--- src/rtl/mp3fh_pkg.sv ---
// ============================================================================
// mp3fh_pkg
// Shared types, constants and lookup functions of the MPEG audio Layer III
// frame header analyzer.
// ============================================================================
package mp3fh_pkg;

    // Frame size limits.
    localparam int unsigned MAX_FRAME_BYTES = 1441;
    localparam int unsigned MIN_FRAME_BYTES = 24;

    // Header codes.
    localparam logic [10:0] SYNC_WORD    = 11'h7FF;
    localparam logic [1:0]  VER_MPEG1    = 2'd3;
    localparam logic [1:0]  VER_RESERVED = 2'd1;
    localparam logic [3:0]  BR_FREE      = 4'd0;
    localparam logic [3:0]  BR_BAD       = 4'd15;
    localparam logic [1:0]  SR_RESERVED  = 2'd3;
    localparam logic [1:0]  MODE_MONO    = 2'b11;

    // Samples per frame over eight, times 1000 (the rate tables are in kbit/s).
    localparam logic [17:0] SCALE_MPEG1 = 18'd144000;
    localparam logic [17:0] SCALE_MPEG2 = 18'd72000;

    // Datapath widths.
    localparam int NUM_W  = 27;   // scale * kbit/s
    localparam int DVS_W  = 16;   // sample rate in Hz
    localparam int QUO_W  = 11;   // quotient bits of the frame size
    localparam int BIT_W  = 4;    // index of one quotient bit
    localparam int POS_W  = 6;    // byte position within the capture
    localparam int SIDE_TAPS = 12;

    // Byte positions.
    localparam logic [POS_W-1:0] HDR_LAST   = 6'd3;
    localparam logic [POS_W-1:0] SIDE_FIRST = 6'd4;

    typedef logic [POS_W-1:0] pos_t;

    // Commands from the controller to the datapath.
    typedef struct packed {
        logic             cap_hdr;
        logic             cap_side;
        pos_t             wr_pos;
        logic             mul_load;
        logic             div_step;
        logic [BIT_W-1:0] div_bit;
        logic             res_ok;
        logic             res_bad;
    } cmd_t;

    // Status from the datapath to the controller.
    typedef struct packed {
        logic frame_ok;
        logic last_byte;
    } stat_t;

    // Bitrate in kbit/s.
    function automatic logic [8:0] rate_kbps(input logic [1:0] ver, input logic [3:0] br);
        logic [8:0] r;
        r = 9'd0;
        if (ver == VER_MPEG1)
        begin
            case (br)
                4'd1:    r = 9'd32;
                4'd2:    r = 9'd40;
                4'd3:    r = 9'd48;
                4'd4:    r = 9'd56;
                4'd5:    r = 9'd64;
                4'd6:    r = 9'd80;
                4'd7:    r = 9'd96;
                4'd8:    r = 9'd112;
                4'd9:    r = 9'd128;
                4'd10:   r = 9'd160;
                4'd11:   r = 9'd192;
                4'd12:   r = 9'd224;
                4'd13:   r = 9'd256;
                4'd14:   r = 9'd320;
                default: r = 9'd0;
            endcase
        end
        else
        begin
            case (br)
                4'd1:    r = 9'd8;
                4'd2:    r = 9'd16;
                4'd3:    r = 9'd24;
                4'd4:    r = 9'd32;
                4'd5:    r = 9'd40;
                4'd6:    r = 9'd48;
                4'd7:    r = 9'd56;
                4'd8:    r = 9'd64;
                4'd9:    r = 9'd80;
                4'd10:   r = 9'd96;
                4'd11:   r = 9'd112;
                4'd12:   r = 9'd128;
                4'd13:   r = 9'd144;
                4'd14:   r = 9'd160;
                default: r = 9'd0;
            endcase
        end
        return r;
    endfunction

    // Sample rate in Hz.
    function automatic logic [DVS_W-1:0] fs_hz(input logic [1:0] ver, input logic [1:0] sr);
        logic [DVS_W-1:0] f;
        f = '0;
        case (ver)
            2'd3:
            begin
                case (sr)
                    2'd0:    f = 16'd44100;
                    2'd1:    f = 16'd48000;
                    2'd2:    f = 16'd32000;
                    default: f = 16'd0;
                endcase
            end
            2'd2:
            begin
                case (sr)
                    2'd0:    f = 16'd22050;
                    2'd1:    f = 16'd24000;
                    2'd2:    f = 16'd16000;
                    default: f = 16'd0;
                endcase
            end
            2'd0:
            begin
                case (sr)
                    2'd0:    f = 16'd11025;
                    2'd1:    f = 16'd12000;
                    2'd2:    f = 16'd8000;
                    default: f = 16'd0;
                endcase
            end
            default: f = 16'd0;
        endcase
        return f;
    endfunction

endpackage

--- src/rtl/mp3fh_in_if.sv ---
// ============================================================================
// mp3fh_in_if
// Byte stream channel: valid/ready handshake with one byte and a start flag.
// ============================================================================
interface mp3fh_in_if;
    logic       valid;
    logic       ready;
    logic [7:0] data_byte;
    logic       frame_start;

    modport source (output valid, output data_byte, output frame_start, input ready);
    modport sink   (input valid, input data_byte, input frame_start, output ready);
endinterface

--- src/rtl/mp3fh_out_if.sv ---
// ============================================================================
// mp3fh_out_if
// Result channel: valid/ready handshake with the decoded frame description.
// ============================================================================
interface mp3fh_out_if;
    logic        valid;
    logic        ready;
    logic        valid_res;
    logic [10:0] frame_bytes;
    logic [2:0]  header_bytes;
    logic [5:0]  side_info_bytes;
    logic [8:0]  main_data_begin;
    logic [11:0] main_data_bytes;
    logic        version_mpeg1;

    modport source (output valid, output valid_res, output frame_bytes, output header_bytes,
                    output side_info_bytes, output main_data_begin,
                    output main_data_bytes, output version_mpeg1, input ready);
    modport sink   (input valid, input valid_res, input frame_bytes, input header_bytes,
                    input side_info_bytes, input main_data_begin,
                    input main_data_bytes, input version_mpeg1, output ready);
endinterface

--- src/rtl/mp3_frame_header_analyzer.sv ---
// ============================================================================
// mp3_frame_header_analyzer
// Parses MPEG audio Layer III frame headers and side information from a byte
// stream and reports frame size, header and side-info lengths, main-data
// begin and main-data length.
// ============================================================================
//
//  Channel   Role    Moves per transfer
//  -------   -----   ------------------------------------------------------
//  stream    sink    one stream byte plus a frame start flag
//  result    source  one frame description (or an invalid-header report)
//
//  Header bytes and side-info bytes are taken one per cycle. After the fourth
//  header byte the input stalls: one multiplier forms the numerator, the
//  restoring divider runs (one quotient bit per cycle) and the size is
//  checked. A result waits in an output register; header bytes are still
//  taken while it waits, but side-info bytes and an invalid-header report
//  hold until that register is free.
//  Reset is asynchronous and active low; there is no clearing pass after it.
//
module mp3_frame_header_analyzer
#(
    parameter int unsigned MAX_FRAME_BYTES = mp3fh_pkg::MAX_FRAME_BYTES
)
(
    input  logic         clk,
    input  logic         rst_n,
    mp3fh_in_if.sink     stream,
    mp3fh_out_if.source  result
);

    mp3fh_pkg::cmd_t  cmd;
    mp3fh_pkg::stat_t stat;

    // The controller owns all handshakes and sequencing; the datapath only
    // reacts to the command word.
    mp3fh_ctrl u_ctrl
    (
        .clk       (clk),
        .rst_n     (rst_n),
        .in_valid  (stream.valid),
        .in_start  (stream.frame_start),
        .in_ready  (stream.ready),
        .out_ready (result.ready),
        .out_valid (result.valid),
        .stat      (stat),
        .cmd       (cmd)
    );

    // Capture registers, frame size arithmetic and the result register.
    mp3fh_dp
    #(
        .MAX_FRAME_BYTES (MAX_FRAME_BYTES)
    )
    u_dp
    (
        .clk             (clk),
        .data_byte       (stream.data_byte),
        .cmd             (cmd),
        .stat            (stat),
        .valid_res       (result.valid_res),
        .frame_bytes     (result.frame_bytes),
        .header_bytes    (result.header_bytes),
        .side_info_bytes (result.side_info_bytes),
        .main_data_begin (result.main_data_begin),
        .main_data_bytes (result.main_data_bytes),
        .version_mpeg1   (result.version_mpeg1)
    );

`ifndef ASSERT_OFF
    // An invalid-header report carries all-zero fields.
    a_bad_zero: assert property (@(posedge clk) disable iff (!rst_n)
        result.valid && !result.valid_res |->
            result.frame_bytes == '0 && result.header_bytes == '0 &&
            result.side_info_bytes == '0 && result.main_data_bytes == '0 &&
            result.main_data_begin == '0 && !result.version_mpeg1)
        else $error("invalid-header result with nonzero fields");

    // A valid frame always lies within the size limits and has a legal header length.
    a_good_size: assert property (@(posedge clk) disable iff (!rst_n)
        result.valid && result.valid_res |->
            result.frame_bytes >= 11'(mp3fh_pkg::MIN_FRAME_BYTES) &&
            result.frame_bytes <= 11'(MAX_FRAME_BYTES) &&
            (result.header_bytes == 3'd4 || result.header_bytes == 3'd6))
        else $error("valid result with out-of-range size or header length");

    // No byte is taken while the divider is running.
    a_div_stall: assert property (@(posedge clk) disable iff (!rst_n)
        cmd.div_step || cmd.mul_load |-> !stream.ready)
        else $error("input accepted during frame size computation");

    // A result is loaded only when the output register is free.
    a_no_overwrite: assert property (@(posedge clk) disable iff (!rst_n)
        (cmd.res_ok || cmd.res_bad) |-> (!result.valid || result.ready))
        else $error("result register overwritten before transfer");
`endif

endmodule

--- src/rtl/mp3fh_dp.sv ---
// ============================================================================
// mp3fh_dp
// Datapath: header and side-info capture, frame size multiply and restoring
// divide, size checks and the result register.
// ============================================================================
module mp3fh_dp
#(
    parameter int unsigned MAX_FRAME_BYTES = mp3fh_pkg::MAX_FRAME_BYTES
)
(
    input  logic               clk,
    input  logic [7:0]         data_byte,
    input  mp3fh_pkg::cmd_t    cmd,
    output mp3fh_pkg::stat_t   stat,
    output logic               valid_res,
    output logic [10:0]        frame_bytes,
    output logic [2:0]         header_bytes,
    output logic [5:0]         side_info_bytes,
    output logic [8:0]         main_data_begin,
    output logic [11:0]        main_data_bytes,
    output logic               version_mpeg1
);

    // Side-info byte offsets that feed main_data_begin and part2_3_length.
    localparam logic [mp3fh_pkg::SIDE_TAPS-1:0][5:0] SIDE_OFS =
        {6'd26, 6'd25, 6'd24, 6'd18, 6'd17, 6'd11, 6'd10, 6'd9, 6'd3, 6'd2, 6'd1, 6'd0};

    logic [7:0] hdr_reg [4];
    logic [7:0] sd_reg  [mp3fh_pkg::SIDE_TAPS];

    logic [mp3fh_pkg::NUM_W-1:0] rem_reg;
    logic [mp3fh_pkg::DVS_W-1:0] dvs_reg;
    logic [mp3fh_pkg::QUO_W-1:0] quo_reg;

    logic [10:0] sync;
    logic [1:0]  ver;
    logic        prot;
    logic [3:0]  br;
    logic [1:0]  sr;
    logic        pad;
    logic        mono;
    logic        v1;
    logic        pre_ok;
    logic [17:0] scale;
    logic [mp3fh_pkg::NUM_W-1:0] num;
    logic [mp3fh_pkg::NUM_W-1:0] trial;
    logic [11:0] size;
    logic [2:0]  hlen;
    logic [5:0]  slen;
    logic [5:0]  need_m1;
    logic [5:0]  rel;
    logic [11:0] p0, p1, p2, p3;
    logic [14:0] bits_sum;
    logic [14:0] bits_rnd;
    logic [8:0]  mdb;

    assign sync   = {hdr_reg[0], hdr_reg[1][7:5]};
    assign ver    = hdr_reg[1][4:3];
    assign prot   = hdr_reg[1][0];
    assign br     = hdr_reg[2][7:4];
    assign sr     = hdr_reg[2][3:2];
    assign pad    = hdr_reg[2][1];
    assign mono   = (hdr_reg[3][7:6] == mp3fh_pkg::MODE_MONO);
    assign v1     = (ver == mp3fh_pkg::VER_MPEG1);
    assign pre_ok = (sync == mp3fh_pkg::SYNC_WORD) && (ver != mp3fh_pkg::VER_RESERVED)
                    && (br != mp3fh_pkg::BR_FREE) && (br != mp3fh_pkg::BR_BAD)
                    && (sr != mp3fh_pkg::SR_RESERVED);

    assign scale = v1 ? mp3fh_pkg::SCALE_MPEG1 : mp3fh_pkg::SCALE_MPEG2;
    assign num   = {9'd0, scale} * {18'd0, mp3fh_pkg::rate_kbps(ver, br)};
    assign trial = {{(mp3fh_pkg::NUM_W - mp3fh_pkg::DVS_W){1'b0}}, dvs_reg} << cmd.div_bit;

    assign size  = {1'b0, quo_reg} + {11'd0, pad};
    assign stat.frame_ok = pre_ok && (size >= 12'(mp3fh_pkg::MIN_FRAME_BYTES))
                           && (size <= 12'(MAX_FRAME_BYTES));

    assign hlen    = prot ? 3'd4 : 3'd6;
    assign slen    = v1 ? (mono ? 6'd17 : 6'd32) : (mono ? 6'd9 : 6'd17);
    assign need_m1 = {3'd0, hlen} + slen - 6'd1;
    assign stat.last_byte = (cmd.wr_pos == need_m1);
    assign rel     = cmd.wr_pos - {3'd0, hlen};

    // Part2_3_length fields; the layout depends on version and channel mode.
    always_comb
    begin
        p0 = '0;
        p1 = '0;
        p2 = '0;
        p3 = '0;
        if (!v1)
        begin
            if (mono)
            begin
                p0 = {sd_reg[1][6:0], sd_reg[2][7:3]};
            end
            else
            begin
                p0 = {sd_reg[1][5:0], sd_reg[2][7:2]};
                p1 = {sd_reg[4][6:0], sd_reg[5][7:3]};
            end
        end
        else if (mono)
        begin
            p0 = {sd_reg[2][5:0], sd_reg[3][7:2]};
            p1 = {sd_reg[4][2:0], sd_reg[5], sd_reg[6][7]};
        end
        else
        begin
            p0 = {sd_reg[2][3:0], sd_reg[3]};
            p1 = {sd_reg[4][0], sd_reg[5], sd_reg[6][7:5]};
            p2 = {sd_reg[7][5:0], sd_reg[8][7:2]};
            p3 = {sd_reg[9][2:0], sd_reg[10], sd_reg[11][7]};
        end
    end

    // Four full-scale fields plus the rounding term need 15 bits.
    assign bits_sum = {3'd0, p0} + {3'd0, p1} + {3'd0, p2} + {3'd0, p3};
    assign bits_rnd = bits_sum + 15'd7;
    assign mdb      = v1 ? {sd_reg[0], sd_reg[1][7]} : {1'b0, sd_reg[0]};

    always_ff @(posedge clk)
    begin
        if (cmd.cap_hdr)
        begin
            hdr_reg[cmd.wr_pos[1:0]] <= data_byte;
        end
        if (cmd.cap_side)
        begin
            for (int k = 0; k < mp3fh_pkg::SIDE_TAPS; k++)
            begin
                if (rel == SIDE_OFS[k])
                begin
                    sd_reg[k] <= data_byte;
                end
            end
        end
    end

    // One quotient bit per cycle, most significant first.
    always_ff @(posedge clk)
    begin
        if (cmd.mul_load)
        begin
            rem_reg <= num;
            dvs_reg <= mp3fh_pkg::fs_hz(ver, sr);
            quo_reg <= '0;
        end
        else if (cmd.div_step)
        begin
            if (rem_reg >= trial)
            begin
                rem_reg              <= rem_reg - trial;
                quo_reg[cmd.div_bit] <= 1'b1;
            end
        end
    end

    always_ff @(posedge clk)
    begin
        if (cmd.res_bad)
        begin
            valid_res       <= 1'b0;
            frame_bytes     <= '0;
            header_bytes    <= '0;
            side_info_bytes <= '0;
            main_data_begin <= '0;
            main_data_bytes <= '0;
            version_mpeg1   <= 1'b0;
        end
        else if (cmd.res_ok)
        begin
            valid_res       <= 1'b1;
            frame_bytes     <= size[10:0];
            header_bytes    <= hlen;
            side_info_bytes <= slen;
            main_data_begin <= mdb;
            main_data_bytes <= bits_rnd[14:3];
            version_mpeg1   <= v1;
        end
    end

endmodule

--- src/rtl/mp3fh_ctrl.sv ---
// ============================================================================
// mp3fh_ctrl
// Controller: sequences header capture, the frame size divide, side-info
// capture and the result hand-off.
// ============================================================================
module mp3fh_ctrl
(
    input  logic              clk,
    input  logic              rst_n,
    input  logic              in_valid,
    input  logic              in_start,
    output logic              in_ready,
    input  logic              out_ready,
    output logic              out_valid,
    input  mp3fh_pkg::stat_t  stat,
    output mp3fh_pkg::cmd_t   cmd
);

    typedef enum logic [2:0] {IDLE, HDR, MUL, DIV, CHK, SIDE} state_t;

    state_t                      state_reg, state_next;
    mp3fh_pkg::pos_t             pos_reg, pos_next;
    logic [mp3fh_pkg::BIT_W-1:0] cnt_reg, cnt_next;
    logic                        out_valid_reg, out_valid_next;
    logic                        out_free;
    logic                        load;

    assign out_free  = !out_valid_reg || out_ready;
    assign out_valid = out_valid_reg;

    always_comb
    begin
        state_next = state_reg;
        pos_next   = pos_reg;
        cnt_next   = cnt_reg;
        cmd        = '0;
        cmd.wr_pos = pos_reg;
        in_ready   = 1'b0;
        load       = 1'b0;
        case (state_reg)
            IDLE:
            begin
                in_ready = 1'b1;
                if (in_valid && in_start)
                begin
                    cmd.cap_hdr = 1'b1;
                    cmd.wr_pos  = '0;
                    pos_next    = mp3fh_pkg::pos_t'(1);
                    state_next  = HDR;
                end
            end
            HDR:
            begin
                in_ready = 1'b1;
                if (in_valid)
                begin
                    cmd.cap_hdr = 1'b1;
                    if (in_start)
                    begin
                        cmd.wr_pos = '0;
                        pos_next   = mp3fh_pkg::pos_t'(1);
                    end
                    else if (pos_reg == mp3fh_pkg::HDR_LAST)
                    begin
                        state_next = MUL;
                    end
                    else
                    begin
                        pos_next = pos_reg + mp3fh_pkg::pos_t'(1);
                    end
                end
            end
            MUL:
            begin
                cmd.mul_load = 1'b1;
                cnt_next     = mp3fh_pkg::BIT_W'(mp3fh_pkg::QUO_W - 1);
                state_next   = DIV;
            end
            DIV:
            begin
                cmd.div_step = 1'b1;
                cmd.div_bit  = cnt_reg;
                if (cnt_reg == '0)
                begin
                    state_next = CHK;
                end
                else
                begin
                    cnt_next = cnt_reg - mp3fh_pkg::BIT_W'(1);
                end
            end
            CHK:
            begin
                if (stat.frame_ok)
                begin
                    pos_next   = mp3fh_pkg::SIDE_FIRST;
                    state_next = SIDE;
                end
                else if (out_free)
                begin
                    cmd.res_bad = 1'b1;
                    load        = 1'b1;
                    state_next  = IDLE;
                end
            end
            SIDE:
            begin
                in_ready = out_free;
                if (in_valid && out_free)
                begin
                    if (in_start)
                    begin
                        cmd.cap_hdr = 1'b1;
                        cmd.wr_pos  = '0;
                        pos_next    = mp3fh_pkg::pos_t'(1);
                        state_next  = HDR;
                    end
                    else
                    begin
                        cmd.cap_side = 1'b1;
                        if (stat.last_byte)
                        begin
                            cmd.res_ok = 1'b1;
                            load       = 1'b1;
                            state_next = IDLE;
                        end
                        else
                        begin
                            pos_next = pos_reg + mp3fh_pkg::pos_t'(1);
                        end
                    end
                end
            end
            default:
            begin
                state_next = IDLE;
            end
        endcase
        out_valid_next = load ? 1'b1 : (out_ready ? 1'b0 : out_valid_reg);
    end

    always_ff @(posedge clk or negedge rst_n)
    begin
        if (!rst_n)
        begin
            state_reg     <= IDLE;
            pos_reg       <= '0;
            cnt_reg       <= '0;
            out_valid_reg <= 1'b0;
        end
        else
        begin
            state_reg     <= state_next;
            pos_reg       <= pos_next;
            cnt_reg       <= cnt_next;
            out_valid_reg <= out_valid_next;
        end
    end

endmodule

--- src/flat_wrapper.sv ---
// flat-port wrapper written by rule: the top's interface ports become plain ports
module mp3_frame_header_analyzer_flat 
#(
    parameter int unsigned MAX_FRAME_BYTES = mp3fh_pkg::MAX_FRAME_BYTES
)
  (clk, rst_n, stream_valid, stream_data_byte, stream_frame_start, stream_ready, result_valid, result_valid_res, result_frame_bytes, result_header_bytes, result_side_info_bytes, result_main_data_begin, result_main_data_bytes, result_version_mpeg1, result_ready);
  mp3fh_in_if stream_i ();
  mp3fh_out_if result_i ();
  input  logic clk;
  input  logic rst_n;
  input wire logic [$bits(stream_i.valid)-1:0] stream_valid;
  input wire logic [$bits(stream_i.data_byte)-1:0] stream_data_byte;
  input wire logic [$bits(stream_i.frame_start)-1:0] stream_frame_start;
  output wire logic [$bits(stream_i.ready)-1:0] stream_ready;
  output wire logic [$bits(result_i.valid)-1:0] result_valid;
  output wire logic [$bits(result_i.valid_res)-1:0] result_valid_res;
  output wire logic [$bits(result_i.frame_bytes)-1:0] result_frame_bytes;
  output wire logic [$bits(result_i.header_bytes)-1:0] result_header_bytes;
  output wire logic [$bits(result_i.side_info_bytes)-1:0] result_side_info_bytes;
  output wire logic [$bits(result_i.main_data_begin)-1:0] result_main_data_begin;
  output wire logic [$bits(result_i.main_data_bytes)-1:0] result_main_data_bytes;
  output wire logic [$bits(result_i.version_mpeg1)-1:0] result_version_mpeg1;
  input wire logic [$bits(result_i.ready)-1:0] result_ready;
  assign stream_i.valid = stream_valid;
  assign stream_i.data_byte = stream_data_byte;
  assign stream_i.frame_start = stream_frame_start;
  assign stream_ready = stream_i.ready;
  assign result_valid = result_i.valid;
  assign result_valid_res = result_i.valid_res;
  assign result_frame_bytes = result_i.frame_bytes;
  assign result_header_bytes = result_i.header_bytes;
  assign result_side_info_bytes = result_i.side_info_bytes;
  assign result_main_data_begin = result_i.main_data_begin;
  assign result_main_data_bytes = result_i.main_data_bytes;
  assign result_version_mpeg1 = result_i.version_mpeg1;
  assign result_i.ready = result_ready;
  mp3_frame_header_analyzer #(.MAX_FRAME_BYTES(MAX_FRAME_BYTES)) u_core (.clk(clk), .rst_n(rst_n), .stream(stream_i), .result(result_i));
endmodule
--- config.mk ---
export PLATFORM = sky130hd
export DESIGN_NAME = mp3_frame_header_analyzer_flat
export DESIGN_NICKNAME = d
export VERILOG_FILES = /design/src/rtl/mp3fh_pkg.sv /design/src/rtl/mp3fh_in_if.sv /design/src/rtl/mp3fh_out_if.sv /design/src/rtl/mp3_frame_header_analyzer.sv /design/src/rtl/mp3fh_dp.sv /design/src/rtl/mp3fh_ctrl.sv /design/src/flat_wrapper.sv
export SDC_FILE = /design/constraint.sdc
export NUM_CORES = 1
export LEC_CHECK = 0
export ABC_AREA = 1
export ABC_CLOCK_PERIOD_IN_PS = 11300
export BUFFER_PORTS_ARGS = -buffer_cell sky130_fd_sc_hd__buf_2
export CAP_MARGIN = 10
export CORE_MARGIN = 2
export CORE_UTILIZATION = 40
export DETAILED_ROUTE_END_ITERATION = 7
export SLEW_MARGIN = 20
export SYNTH_ARGS = -nofsm -noshare
export SYNTH_HDL_FRONTEND = slang
export SYNTH_HIERARCHICAL = 1
export SYNTH_SLANG_ARGS = --single-unit
--- constraint.sdc ---
create_clock -name clk -period 11.3 [get_ports clk]
set_input_delay 1.13 -clock clk [delete_from_list [all_inputs] [get_ports clk]]
set_output_delay 1.13 -clock clk [all_outputs]
set_load 0.03 [all_outputs]
==> summary.md, run 1 <==
| Metric | Value |
|---|---|
| Seq/Total Area, Yosys | `36.8%` |
| Routed via count | `12583` |
| Max reg flops | `74` |
| Clock group share of total power | `22.5%` |
| Starting DRC count in detailed routing | `852` |
| Power Density | `233 nW/um^2` |
| CTS root buffer | `clkbuf_16` |
| Setup Fix Bufs, Post-CTS | `0` |
| Worst EP required | `11.49 ns` |
| Non-filler instance count after layout | `2456` |
| Most common cell in the netlist | `nand2_1` |
| Largest net degree at the start of global routing | `77` |
| Antenna violations before repair | `0` |
| Num ports | `58` |
| Leak pwr | `0.00769 uW` |
| Crit Path Max Fanout | `27` |
| FF+latch count, synth | `202` |
| Post-DR vias/cell | `5.12` |
| Mean post-synth cell area | `7.74 um^2` |
| VDD IR max | `0.000128 V` |
| Status | `complete, no violations` |
| Critical path endpoint category | `register` |
| Number of synthesized flops with an enable pin | `138` |
| Core footprint | `36700 um^2` |
| Number of distinct library cells after synthesis | `58` |
| Routed WL | `39.2 mm` |
| Slew at the pin closest to its max-slew limit | `1.02 ns` |
| CTS tree | `built` |
| Pre-Repair DR Iteration Count | `5` |
| Post-synth ARST share | `6.93%` |
| Yosys top cell by area | `edfxtp_1` |
| Hold buffers post-CTS | `0` |
| Area growth syn-to-layout | `10.9%` |
| Min cycle time layout | `5.74 ns` |
| Fmax | `174 MHz` |
| Share of cells above drive strength 1 | `9.81%` |
| Top cells by count, synth | `440 x nand2_1, 259 x inv_1, 233 x nor2_1` |
| Setup_tns | `0 ns` |
| Die height | `197 um` |
| WL/cell | `15.9 um` |
| Unrepaired setup endpoints after global routing | `no` |
| CP max stage cell | `nor2_1` |
| Clock Skews | `0.0163 ns` |
| Cells after DPL | `2410` |
| Fin. max-slew vios | `0` |
| YS warnings | `6` |
| Cells resized by post-CTS repair | `0` |
| Grt ovf | `0` |
| GRT Util Overall | `20.4%` |
| Crit path top cell by count | `nand2_1` |
| Post-Syn Area | `14900 um^2` |
| Final setup fails | `0` |
| Final period util | `50.8%` |
| Post-route DRC | `0` |
| First-pass GRT wire length | `63.4 mm` |
| Clk_lat worst skew | `0.54 ns` |
| Worst hold path type | `register to register` |
| Comb pwr share | `51.5%` |
| CTS Buffer Depth | `3` |
| Synth top area cells | `edfxtp_1 28%, nand2_1 11%, ha_1 9.5%, dfxtp_1 6.7%, inv_1 6.5%` |
| Final Hold Fails | `0` |
| Worst EP arrival | `5.92 ns` |
| Synth Flop Type | `edfxtp_1` |
| IO Port Bufs | `54` |
| H-tree depth | `1` |
| Row Count | `70` |
| CTS clock-pin slew for the worst setup and hold paths | `0.06 ns` |
| Mapped Cells | `1930` |
| Initial core utilization | `40.7%` |
| DP HPWL | `30.5 mm` |
| Vias in the first global route | `12425` |
| Net count, final | `2137` |
| CP cell instances | `nand2_1 > nor2_2 > inv_1 > nor2_1 > inv_1 > o21ai_0 > o21ai_0 > or2_2 > ha_1 > nand2_1 > nor2_2 > nand4_1 > nor2_1 > nand2_1 > nand3_2 > nand2_1 > nand2_1 > buf_4` |
| Worst setup path class | `register to register` |
| Total CTS buffers | `25` |
| Max incr delay on CP | `0.75 ns` |
| Sequential share of power | `26.0%` |
| Relative slew slack | `31.5%` |
| Setup crit start kind | `register` |
| Psw | `1720 uW` |
| # Max-Cap Violations | `0` |
| P_int | `2130 uW` |
| Die width | `197 um` |
| Sw frac | `44.6%` |
| Share of Yosys cell area claimed by the top area cell type | `27.8%` |
| Routability cong. | `0.934` |
| Die ar. | `38900 um^2` |
| ANT nets after route | `0` |
| Ant diodes | `0` |
| Num Clock Sinks | `202` |
==> placed cells by master (no fill, tap or decap), types with 21 or more instances in the layout <==
master       n
nand2_1    440
clkbuf_16   30
nor3_1      21
fa_1        42
a21oi_1    109
nand3_1    106
nor2_1     231
o21ai_0    142
ha_1       113
inv_1      259
dfxtp_1     50
buf_2       54
edfxtp_1   138
==> final cells by class <==
type / instances / area [um^2]
clock inverter: 10 / 128
fill: 3653 / 20100
tap: 468 / 586
timing repair buffer: 64 / 345
sequential: 202 / 5500
clock buffer: 36 / 797
inverter: 274 / 1030
multi-input combinational: 1402 / 8170
==> cell families (layout without fill, tap and decap cells) <==
logic type	after synthesis	after routing	synth area share [%]
fa+ha+maj	155	155	15.1
other cells	2	9	0.0503
xor+xnor	21	21	1.23
buf+inv	333	384	8.81
flops	202	202	36.8
compound gates	324	324	12.1
mux	5	5	0.335
simple gates	888	888	25.6
==> power groups by stage <==
stage / logic, uW / clock network (uW) / registers, uW
floorplan: 1480 / 0 / 1000
global placement: 1970 / 0 / 1010
detailed placement: 1980 / 0 / 1020
CTS: 1990 / 887 / 1000
global route: 2270 / 917 / 1010
finish: 1980 / 867 / 1000
==> critical path: cells and delay by family (launching register included) <==
| kind | cells | cell delay (ns) |
|---|---|---|
| simple gates | 12 | 2.85 |
| buf+inv | 3 | 0.99 |
| compound gates | 2 | 0.66 |
| flops | 1 | 0.48 |
| fa+ha+maj | 1 | 0.37 |
==> path summary, 6_finish.rpt <==
check                                                    start                             end  slack (ns)  cells after the start
max in group asynchronous                                rst_n        u_core/u_ctrl/cnt_reg[1]       10.51                      1
worst max-delay path                u_core/u_ctrl/state_reg[0]         u_core/u_dp/rem_reg[24]        5.56                     18
worst min-delay path            u_core/u_dp/side_info_bytes[5]  u_core/u_dp/side_info_bytes[5]        0.46                      2
min in group asynchronous                                rst_n         u_core/u_ctrl/out_valid        0.51                      1
worst min register to register  u_core/u_dp/side_info_bytes[5]  u_core/u_dp/side_info_bytes[5]        0.46                      2
worst max register to register      u_core/u_ctrl/state_reg[0]         u_core/u_dp/rem_reg[24]        5.56                     18
==> routing by layer <==
layer	vias to the layer above	track usage [%]	wire length, um
met5	-	0	0
met4	0	5.04	828
met2	219	38.1	19900
met1	5901	25.3	17400
li1	6408	-	-
met3	55	1.84	1100
==> stage by stage <==
| step | utilization, % | setup WS, ns | total power (uW) | hold slack, ns | cell area (um^2) |
|---|---|---|---|---|---|
| floorplan | - | 6.96 | 2480 | 0.434 | 15000 |
| global placement | 42.6 | 5.70 | 2980 | 0.446 | 15600 |
| detailed placement | 42.6 | 5.60 | 2990 | 0.449 | 15600 |
| CTS | 45.1 | 5.60 | 3880 | 0.458 | 16600 |
| global route | 45.1 | 5.02 | 4200 | 0.512 | 16600 |
| finish | 45.1 | 5.56 | 3850 | 0.459 | 16600 |
No activity file was read; power rests on OpenSTA's default activity.
==> run 2: changes to the inputs <==
--- a/config.mk
+++ b/config.mk
@@ -6,7 +6,7 @@
 export NUM_CORES = 1
 export LEC_CHECK = 0
 export ABC_AREA = 1
-export ABC_CLOCK_PERIOD_IN_PS = 11300
+export ABC_CLOCK_PERIOD_IN_PS = 5350
 export BUFFER_PORTS_ARGS = -buffer_cell sky130_fd_sc_hd__buf_2
 export CAP_MARGIN = 10
 export CORE_MARGIN = 2
==> constraint.sdc (replaced) <==
create_clock -name clk -period 5.35 [get_ports clk]
set_input_delay 0.535 -clock clk [delete_from_list [all_inputs] [get_ports clk]]
set_output_delay 0.535 -clock clk [all_outputs]
set_load 0.03 [all_outputs]
==> run 2 against run 1 <==
  * Register-to-register slack worse by 5.0 ns
  * Wire length is 1.1% lower
  * Highest routed layer unchanged
  * Total power is 110% higher
  * First-iteration DRC count is 0.23% lower
  * Design area is 0.39% lower
  * Sequential share of layout area is 0.13 points higher
  * Combinational power is 110% higher
  * Non-clock buffer count is 7 higher
  * Critical endpoint is now u_core/u_dp/rem_reg[19]
  * Largest cell class unchanged
  * Maximum frequency is 21% higher
==> summary.md, run 2 (same netlist as run 1, synthesis figures left out) <==
| Metric | Value |
|---|---|
| CTS tree | `built` |
| Crit Reg-Reg Startpoint | `u_core/u_dp/hdr_reg[2][4]` |
| Critical path endpoint category | `register` |
| Clock Skews | `0.0236 ns` |
| Worst setup margin | `0.606 ns` |
| IO Port Bufs | `54` |
| Core footprint | `36700 um^2` |
| Psw | `3570 uW` |
| Clk_lat worst skew | `0.55 ns` |
| Routability cong. | `0.939` |
| Commonest non-fill, non-tap cell in the layout | `nand2_1` |
| Post-route DRC | `0` |
| Starting DRC count in detailed routing | `850` |
| DP HPWL | `29.8 mm` |
| Setup crit start kind | `register` |
| WL/cell | `15.7 um` |
| Worst EP required | `5.62 ns` |
| Antenna violations before repair | `0` |
| Routed WL | `38.7 mm` |
| Area after DPL | `15700 um^2` |
| Unrepaired setup endpoints after global routing | `no` |
| Ant diodes | `0` |
| Total CTS buffers | `24` |
| Reg2reg setup slack | `0.61 ns` |
| VDD IR max | `0.000301 V` |
| Slew at the pin closest to its max-slew limit | `0.948 ns` |
| Sequential share of power | `26.8%` |
| Power Density | `480 nW/um^2` |
| Row Count | `70` |
| Status | `complete, no violations` |
| Final period util | `88.7%` |
| Reg2reg path depth | `21` |
| Fmax | `211 MHz` |
| Worst Hold Path Cells | `1` |
| Crit Path Max Fanout | `7` |
| Final Cell Area | `16500 um^2` |
| Comb pwr share | `52.6%` |
| Initial core utilization | `40.7%` |
| Largest net degree at the start of global routing | `63` |
| Min cycle time layout | `4.74 ns` |
| Post-DR vias/cell | `5.09` |
| P_int | `4340 uW` |
| Setup Fix Bufs, Post-CTS | `0` |
| First-pass GRT wire length | `62.9 mm` |
| CTS clock-pin slew for the worst setup and hold paths | `0.06 ns` |
| H-tree depth | `1` |
| Worst hold path type | `input port to register` |
| Pre-Repair DR Iteration Count | `5` |
| Final Hold Fails | `0` |
| Final setup fails | `0` |
| CTS root buffer | `clkbuf_16` |
| Worst EP arrival | `5.02 ns` |
| Relative slew slack | `36.3%` |
| Max reg flops | `74` |
| Critical R2R Capture | `u_core/u_dp/rem_reg[19]` |
| Fin. max-slew vios | `0` |
| Setup_tns | `0 ns` |
| Filler cell count | `3632` |
| Routed via count | `12524` |
| Hold Path Sink | `u_core/u_dp/sd_reg[2][16]` |
| Sw frac | `45.2%` |
| Die width | `197 um` |
| # Max-Cap Violations | `0` |
| Crit path from | `u_core/u_dp/hdr_reg[2][4]` |
| Num ports | `58` |
| Vias in the first global route | `12337` |
| Grt ovf | `0` |
| Power, Total | `7910 uW` |
| Routed wl met3 | `1.43 mm` |
| Hold Path Origin | `stream_data_byte[0]` |
| Share of cells above drive strength 1 | `9.78%` |
| Clock group share of total power | `20.6%` |
| Leak pwr | `0.00765 uW` |
| GRT Util Overall | `20.2%` |
| CTS Buffer Depth | `3` |
| Area growth syn-to-layout | `10.5%` |
| Most frequent cells in the layout | `440 x nand2_1, 259 x inv_1, 231 x nor2_1, 142 x o21ai_0, 138 x edfxtp_1` |
| M1 wire length | `17.2 mm` |
| Num Clock Sinks | `202` |
| Met2 routed WL | `19.1 mm` |
| Post-place setup slack | `0.663 ns` |
| Die ar. | `38900 um^2` |
| Die height | `197 um` |
| ANT nets after route | `0` |
| Net count, final | `2143` |
| Highest metal used | `met4` |
| Worst setup path class | `register to register` |
[run 2: cell count changes in the layout (fill, tap and decap cells not counted), moves of 2 or more]
| cell | change |
|---|---|
| clkbuf_16 | -4 |
| clkinvlp_4 | +2 |
| clkinv_2 | +3 |
| clkbuf_2 | -3 |
| nor3_2 | +2 |
| nor3_1 | -2 |
| inv_4 | -3 |
| clkbuf_1 | +4 |
| buf_4 | +6 |
[run 2: layer usage]
metal  vias to the layer above  GRT usage (%)
li1                       6410              -
met1                      5840           25.6
met2                       214           36.4
met3                        60           2.37
met4                         0           5.46
met5                         -              0
[run 2: timing repair]
item / in CTS / in global routing
gates resized for setup: 0 / 0
hold buffers: 1 / 0
endpoints found under the hold margin: 14 / 0
[run 2: metrics by stage]
step	util, %	hold slack [ns]	std cells
5_1_grt	44.9	0.403	2461
6_report	44.9	0.402	2461
3_5_place_dp	42.7	0.453	2416
4_1_cts	44.9	0.387	2461
2_1_floorplan	-	0.239	1937
3_3_place_gp	42.7	0.445	2416
[run 2: worst max-delay path by stage]
stage                                   end
floorplan           u_core/u_dp/rem_reg[19]
global placement    u_core/u_dp/rem_reg[22]
detailed placement  u_core/u_dp/rem_reg[19]
CTS                 u_core/u_dp/rem_reg[19]
global route        u_core/u_dp/rem_reg[19]
finish              u_core/u_dp/rem_reg[19]
[run 2: layout make-up]
class	count	area [um^2]	share of cell area (%)
multi-input combinational	1402	8180	49.6
sequential	202	5500	33.3
inverter	274	1030	6.25
clock buffer	34	711	4.31
tap	468	586	3.55
timing repair buffer	71	400	2.43
clock inverter	10	91.3	0.554
[run 2: power groups by stage]
stage	Clock, uW	Sequential (uW)	Combinational, uW
global route	1730	2140	4780
detailed placement	0	2150	4130
floorplan	0	2110	3130
global placement	0	2140	4080
CTS	1670	2120	4160
finish	1630	2120	4160
[run 2: worst max-delay path, cell delays in order, from the launching register on]
cell and delay [ns]:
edfxtp_1 0.45, inv_1 0.20, ha_1 0.19, nor2_1 0.06, inv_1 0.06, o21ai_0 0.08
nand2_1 0.08, nand2_1 0.06, nor2_1 0.19, inv_1 0.08, fa_1 0.45, fa_1 0.48
inv_1 0.05, fa_1 0.47, ha_1 0.31, ha_1 0.38, a21oi_1 0.22, nand2_1 0.13
a21boi_0 0.22, nor2_1 0.06, o21ai_0 0.15, o21ai_0 0.09
==> run 3: changes to the inputs <==
--- a/config.mk
+++ b/config.mk
@@ -12,6 +12,7 @@
 export CORE_MARGIN = 2
 export CORE_UTILIZATION = 40
 export DETAILED_ROUTE_END_ITERATION = 7
+export MAX_ROUTING_LAYER = met4
 export SLEW_MARGIN = 20
 export SYNTH_ARGS = -nofsm -noshare
 export SYNTH_HDL_FRONTEND = slang
==> run 3 against run 2 <==
  * Design area hardly changed
  * Combinational power up 2%
  * Largest cell class unchanged
  * Setup slack worse by 0.046 ns
  * Largest power group unchanged
  * Critical path type unchanged
  * Critical path depth stayed put
  * Sequential power about the same
  * Total power rose by 1.1%
  * Core utilization is essentially flat
==> summary.md, run 3 (same netlist as run 1, synthesis figures left out) <==
| Metric | Value |
|---|---|
| # Max-Cap Violations | `0` |
| Reg2reg setup slack | `0.56 ns` |
| Comb pwr share | `52.9%` |
| Grt ovf | `0` |
| Area after DPL | `15700 um^2` |
| Worst hold path type | `input port to register` |
| CTS clock-pin slew for the worst setup and hold paths | `0.06 ns` |
| GR Layer Usage met3 | `2.10%` |
| Pre-Repair DR Iteration Count | `5` |
| Worst Hold Path Cells | `1` |
| P_int | `4350 uW` |
| Routed via count | `12650` |
| DP HPWL | `30.3 mm` |
| FF/Latch Area | `5500 um^2` |
| Filler cell count | `3661` |
| Unrepaired setup endpoints after global routing | `no` |
| Die ar. | `38900 um^2` |
| Die width | `197 um` |
| Status | `complete, no violations` |
| CTS tree | `built` |
| Slew at the pin closest to its max-slew limit | `1.13 ns` |
| Final period util | `89.5%` |
| Clk_lat worst skew | `0.54 ns` |
| Crit Path Max Fanout | `7` |
| Fmax | `209 MHz` |
| Fin. max-slew vios | `0` |
| Crit Reg-Reg Startpoint | `u_core/u_dp/hdr_reg[2][4]` |
| Final hold slack | `0.404 ns` |
| Psw | `3640 uW` |
| Initial core utilization | `40.7%` |
| Total CTS buffers | `24` |
| Final setup fails | `0` |
| Setup crit start kind | `register` |
| Relative slew slack | `24.2%` |
| Most frequent cells in the layout | `440 x nand2_1, 259 x inv_1, 231 x nor2_1, 142 x o21ai_0, 138 x edfxtp_1` |
| Final Cell Area | `16500 um^2` |
| Num ports | `58` |
| Antenna violations before repair | `0` |
| Worst EP arrival | `5.05 ns` |
| Net count, final | `2144` |
| CTS Buffer Depth | `3` |
| Clock Skews | `0.0254 ns` |
| Power Density | `485 nW/um^2` |
| Sw frac | `45.6%` |
| Row Count | `70` |
| Met2 Track Usage GR | `36.4%` |
| Leak pwr | `0.00765 uW` |
| Routability cong. | `0.978` |
| IO Port Bufs | `54` |
| Critical R2R Capture | `u_core/u_dp/rem_reg[19]` |
| Hold Path Origin | `stream_data_byte[1]` |
| H-tree depth | `1` |
| Area growth syn-to-layout | `10.6%` |
| GRT Util Overall | `21.0%` |
| Worst EP required | `5.61 ns` |
| Min cycle time layout | `4.79 ns` |
| Most crowded layer after global routing | `met2` |
| Max reg flops | `74` |
| Starting DRC count in detailed routing | `785` |
| Final Hold Fails | `0` |
| Setup_tns | `0 ns` |
| Hold Path Sink | `u_core/u_dp/sd_reg[0][25]` |
| ANT nets after route | `0` |
| Core footprint | `36700 um^2` |
| Post-DR vias/cell | `5.14` |
| Multi-input logic area | `8170 um^2` |
| Met1 Use GR | `25.7%` |
| Share of cells above drive strength 1 | `9.68%` |
| CTS root buffer | `clkbuf_16` |
| Ant diodes | `0` |
| Post-route DRC | `0` |
| WL/cell | `16.0 um` |
| VDD IR max | `0.000278 V` |
| Die height | `197 um` |
| Num Clock Sinks | `202` |
| Sequential share of power | `26.4%` |
| First-pass GRT wire length | `63.6 mm` |
| Setup Fix Bufs, Post-CTS | `0` |
| Critical path endpoint category | `register` |
| Vias in the first global route | `12517` |
| Worst setup path class | `register to register` |
| Routed WL | `39.3 mm` |
| Clock group share of total power | `20.6%` |
| Reg2reg path depth | `21` |
| Commonest non-fill, non-tap cell in the layout | `nand2_1` |
| Largest net degree at the start of global routing | `63` |
==> run 3: changes by cell type in the layout (fill, tap and decap cells not counted), moves of 2 or more <==
cell | before | now
clkbuf_16 | 26 | 24
clkinv_1 | 3 | 5
bufinv_16 | 1 | 3
clkbuf_8 | 3 | 0
==> run 3: critical path, cell delays in order (launching register included) <==
cell	delay (ns)
edfxtp_1	0.45
inv_1	0.21
ha_1	0.20
nor2_1	0.06
inv_1	0.07
o21ai_0	0.08
nand2_1	0.07
nand2_1	0.06
nor2_1	0.20
inv_1	0.08
fa_1	0.45
fa_1	0.49
inv_1	0.06
fa_1	0.48
ha_1	0.31
ha_1	0.37
a21oi_1	0.20
nand2_1	0.14
a21boi_0	0.22
nor2_1	0.06
o21ai_0	0.16
o21ai_0	0.11
==> run 3: worst max path at each step <==
stage	start	to	slack, ns
finish	u_core/u_dp/hdr_reg[2][4]	u_core/u_dp/rem_reg[19]	0.56
detailed placement	u_core/u_dp/hdr_reg[2][4]	u_core/u_dp/rem_reg[19]	0.62
floorplan	u_core/u_dp/hdr_reg[2][4]	u_core/u_dp/rem_reg[19]	1.01
CTS	u_core/u_dp/hdr_reg[2][4]	u_core/u_dp/rem_reg[19]	0.56
global placement	u_core/u_dp/hdr_reg[2][4]	u_core/u_dp/rem_reg[19]	0.73
global route	u_core/u_dp/hdr_reg[2][4]	u_core/u_dp/rem_reg[19]	0.17
==> run 3: final cells by class <==
| type | count | area share (%) |
|---|---|---|
| clock buffer | 29 | 3.75 |
| timing repair buffer | 72 | 2.55 |
| clock inverter | 15 | 1.10 |
| sequential | 202 | 33.3 |
| multi-input combinational | 1402 | 49.5 |
| tap | 468 | 3.55 |
| inverter | 274 | 6.25 |
==> run 3: power by group through the flow <==
stage / sequential [uW] / clock, uW / combinational (uW)
global route: 2130 / 1750 / 4830
floorplan: 2110 / 0 / 3130
global placement: 2140 / 0 / 4140
finish: 2110 / 1650 / 4230
detailed placement: 2150 / 0 / 4180
CTS: 2110 / 1690 / 4220
==> run 3: per-stage QoR <==
stage               cells  util (%)  setup slack, ns  power [uW]
floorplan            1937         -             1.01        5240
global placement     2417      42.8            0.728        6280
detailed placement   2417      42.8            0.623        6330
CTS                  2462      45.0            0.563        8020
global route         2462      45.0            0.170        8710
finish               2462      45.0            0.561        8000
==> run 3: per-layer routing <==
layer | up-vias | part of all wire (%)
met2 | 280 | 49
met1 | 5881 | 44
met4 | 0 | 3.3
met5 | - | 0
met3 | 75 | 3.8
li1 | 6414 | -
==> run 3: repair_timing <==
action,in CTS,in global routing
endpoints found under the hold margin,14,0
resized for setup,0,0
hold buffers,1,0
